`src/hw/rtl/pfp_weight_ram.sv`:
```
// Weight store: one write port, one read port with registered read data
module pfp_weight_ram #(
    parameter int DEPTH = 65,
    parameter int WIDTH = 32,
    localparam int AW   = $clog2(DEPTH)
) (
    input  logic             aclk,
    input  logic             we,
    input  logic [AW-1:0]    waddr,
    input  logic [WIDTH-1:0] wdata,
    input  logic             re,
    input  logic [AW-1:0]    raddr,
    output logic [WIDTH-1:0] rdata
);

    logic [WIDTH-1:0] mem [DEPTH];
    logic [WIDTH-1:0] rdata_reg;

    always_ff @(posedge aclk) begin
        if (we) begin
            mem[waddr] <= wdata;
        end
    end

    always_ff @(posedge aclk) begin
        if (re) begin
            rdata_reg <= mem[raddr];
        end
    end

    assign rdata = rdata_reg;

endmodule

```
`config.mk`:
```
export PLATFORM = sky130hd
export DESIGN_NAME = pfp_weight_ram
export DESIGN_NICKNAME = d
export VERILOG_FILES = /design/src/hw/rtl/pfp_weight_ram.sv
export SDC_FILE = /design/constraint.sdc
export NUM_CORES = 2
export LEC_CHECK = 0
export ABC_AREA = 1
export BUFFER_PORTS_ARGS = -buffer_cell sky130_fd_sc_hd__buf_4
export CAP_MARGIN = 20
export CORE_AREA = 5 5 599 601
export CTS_CLUSTER_DIAMETER = 100
export DETAILED_ROUTE_END_ITERATION = 12
export DIE_AREA = 0 0 604 606
export PLACE_DENSITY = 0.46
export SLEW_MARGIN = 30
export SYNTH_ARGS = -nofsm -noshare
export SYNTH_HDL_FRONTEND = slang
export SYNTH_SLANG_ARGS = --single-unit
export TNS_END_PERCENT = 1
```
`constraint.sdc`:
```
create_clock -name aclk -period 3.3 [get_ports aclk]
set_input_delay 0.33 -clock aclk [delete_from_list [all_inputs] [get_ports aclk]]
set_output_delay 0.33 -clock aclk [all_outputs]
set_load 0.03 [all_outputs]
```
# Yosys cells after proc, flatten, opt, wreduce, memory -nomap -nowiden
# Memories as Yosys holds them, arrays and structs flattened. A register that Yosys moved wholly into a read port is not among the register bits.
# Cells that the tools add are included.
[word_totals]
reg_bits = 0
mem_bits_rw = 2080
elab_cells = 3
memories = 1
[classes]
muxes = 2
[mem_list]
columns = ["memory", "depth", "width", "rd", "rd_clocked_by_memory_dff", "write_ports", "line", "text"]
rows = [
  ["mem", 65, 32, 1, 1, 1, "16", "logic [WIDTH-1:0] mem [DEPTH];"],
]
[ops]
columns = ["cell", "n"]
rows = [
  ["1-bit two-way mux", 2],
]

# Logic depth before layout (Yosys ltp)
[logic_depth]
word_depth = 2
mapped_depth = 13
ltp_nobuf = 9

# Worst setup path after synthesis
# No wires, ideal clock.
[synth_timing]
path_type = "in2reg"
startpoint = "input we"
endpoint = "memory mem[16][0], enable pin"
setup_time_ns = 0.421
arrival_ns = 2.257
setup_slack_ns = 0.622
path_stages = 3
path_buffers = 1
cell_sequence = "clkbuf_1 -> nand3_1 -> nor2_1"
[synth_between]
elab_chain_cells = 2
[synth_lines]
columns = ["item", "line", "text"]
rows = [
  ["start: declaration", "8", "input logic we,"],
  ["1-bit two-way mux", "20", "if (we) begin"],
  ["1-bit two-way mux (not written as such)", "21", "mem[waddr] <= wdata;"],
  ["end: declaration", "16", ""],
]
# Every way passes these cells.

# Worst setup path after layout
[layout_timing]
startpoint = "register rdata_reg[29] (netlist: rdata[29]), read port of mem"
endpoint = "output rdata[29]"
[layout_rtl]
columns = ["item", "line", "text"]
rows = [
  ["start: declaration", "17", "logic [WIDTH-1:0] rdata_reg;"],
  ["end: declaration", "13", "output logic [WIDTH-1:0] rdata"],
]
# No word-level cell between the ends.

==> impl_results.md <==
* HP Class: input pin to register
* Max Transition Viols Final at 0
* Antenna violations before repair at 25
* Avg Vias per Cell at 4.63
* Half-perimeter wire length after placement at 155 mm
* Antenna viol nets, final at 0
* Vias at 54700
* Die area at 366000 sq um
* Crit start category: register
* Post-CTS setup buffer count at 0
* Fill cells at 35800
* Worst path cell trace: buf_4
* Period minus WS final at 2.18 ns
* Sw power at 13.0 mW
* GPL Wtd Cong at 0.770
* Worst EP arrival at 1.85 ns
* Critical path's slowest cell: edfxtp_1
* H-tree depth at 4
* Yosys warns at 0
* Final period util at 66.1%
* CTS sink cnt at 2112
* Delay-heaviest family, CP: flip-flops
* Max_cap viols at 0
* CP endpoint kind: output port
* Initial Utilization at 23.9%
* Total Routing Usage GR at 14.7%
* Layout area overhead at 17.5%
* Number of global-route vias before repair at 52100
* DR DRC count at 0
* Largest net degree at the start of global routing at 145
* Worst vdd ir at 0.428 mV
* WHS at 0.0178 ns
* Post-DR wirelength/cell at 23.5 um
* Final Hold Fails at 0
* LEAKAGE at 33.3 nW
* Total wire length at 278 mm
* CP max stage delay at 0.72 ns
* Register area at 63400 sq um
* Worst-path clk slew at 0.06 ns
* # port buffers at 80
* Final WS setup at 1.12 ns
* Num rows at 218
* Clock Latency Late Sink at 0.89 ns
* Final setup fails at 0
* Core area at 352000 sq um
* Footprint of the multi-input gates at 18900 sq um
* Placed cell area at 92300 sq um
* Largest register FFs at 2080
* Synth unique cells at 15
* Critical Path RT at 2.97 ns
* Buf+Inv Stages, Crit Path at 1
* Post-place setup slack at 0.515 ns
* Die width at 604 um
* Die Y at 606 um
* Pwr/cell area at 574 nW/um^2
* Fin area at 99100 sq um
* Sw Share at 22.8%
* Post-layout util at 28.1%
* Critical path fanouts, max at 1
* Reg power frac at 52.3%
* Max Fclk at 458 MHz
* TritonCTS clock tree: built
* Setup TNS at 0 ns
* Clock skew at 0.0689 ns
* Instance count of the mapped netlist at 6809
* Syn avg cell area at 12.4 sq um
* Internal Power at 43.9 mW
* Top Ports at 81
* First-pass GRT wire length at 396 mm
* Iter 0 DRT Violations at 5051
* CTS Root Cell: clkbuf_16
* Synthesized area at 84300 sq um
* TritonCTS buffer count at 223
* Flip-flop and latch count after synthesis at 2112
* Clock power share at 41.5%
* Syn Nets at 6858
* Total grt overflow at 0
* RSZ-0062 raised after global routing: false
* Worst setup path class: register to output port
* Least-Margin Pin Slew at 0.908 ns
* Logic pwr share at 6.2%
* Clock Path Buffers at 4
* Seq/Total Area, Yosys at 75.2%
* Layout net count at 6964
* TritonRoute pass-1 iters at 7
* Status: complete, no violations
* Layout cells sized above 1 at 9.66%
* Max transition margin at 39.4%
placed cells by master (no fill, tap or decap), types with 8 or more instances in the layout:
| cell | Yosys | final |
|---|---|---|
| diode_2 | 0 | 14 |
| clkbuf_16 | 0 | 226 |
| bufinv_16 | 0 | 12 |
| buf_4 | 42 | 210 |
| inv_1 | 18 | 15 |
| nor3_1 | 8 | 8 |
| edfxtp_1 | 2112 | 2112 |
| nor2_4 | 0 | 65 |
| buf_12 | 0 | 115 |
| nand3_1 | 2021 | 2021 |
| clkinv_2 | 0 | 39 |
| clkinv_1 | 0 | 63 |
| clkbuf_1 | 84 | 47 |
| nand2_1 | 2123 | 2123 |
power groups by stage:
stage	Sequential [mW]	Combinational, mW	Clock (mW)
4_1_cts	29.7	3.58	24.2
6_report	29.7	3.54	23.6
5_1_grt	29.7	3.83	25.3
3_5_place_dp	30.3	3.56	0
3_3_place_gp	30.3	3.54	0
2_1_floorplan	30.3	1.77	0
layer usage:
metal	global-route usage, %	up-vias	part of all wire [%]
li1	-	24600	-
met5	0	-	0
met2	25.3	1672	49
met1	19.4	28000	42
met3	1.70	404	5.3
met4	4.35	0	2.8
stage by stage:
stage          total power, mW  instances
4_1_cts                   57.5      11800
5_1_grt                   58.8      11800
3_5_place_dp              33.9      11400
3_3_place_gp              33.8      11400
6_report                  56.9      11800
2_1_floorplan             32.1       6809
cell usage after synthesis:
library cell / number / area [sq um]
nor2_1: 70 / 263
buf_6: 32 / 360
inv_2: 2 / 7.51
buf_4: 42 / 315
clkbuf_1: 84 / 315
buf_1: 59 / 221
nand3_1: 2021 / 10100
nor3_1: 8 / 40.0
inv_1: 18 / 67.6
edfxtp_1: 2112 / 63400
buf_2: 235 / 1180
nand2_1: 2123 / 7970
inv_4: 1 / 6.26
buf_8: 1 / 15.0
nand4_1: 1 / 6.26
cell families (layout without fill, tap and decap cells):
logic type,after synthesis,count (layout),synth area share [%]
simple gates,4223,4223,21.8
flops,2112,2112,75.2
buf+inv,474,749,2.95
other cells,0,14,0
worst paths after layout:
path	slack, ns	depth (start not counted)	start	endpoint
max	1.12	1	rdata[29]	rdata[29]
min	0.02	1	wdata[15]	mem[41][15]
max reg2reg	1.37	8	mem[39][25]	rdata[25]
min reg2reg	0.52	2	mem[64][0]	rdata[0]
what timing repair did:
action	in CTS	in global routing
gates resized for setup	0	0
hold buffers	5	0
endpoints found under the hold margin	56	0
final cells by class:
| class | instances | area share [%] |
|---|---|---|
| Sequential cell | 2112 | 64.0 |
| Multi-Input combinational cell | 4223 | 19.1 |
| Tap cell | 4730 | 5.97 |
| Clock buffer | 273 | 5.89 |
| Timing Repair Buffer | 334 | 4.02 |
| Clock inverter | 121 | 0.882 |
| Inverter | 21 | 0.117 |
| Antenna cell | 14 | 0.0354 |
(Power assumes the default switching activity.)
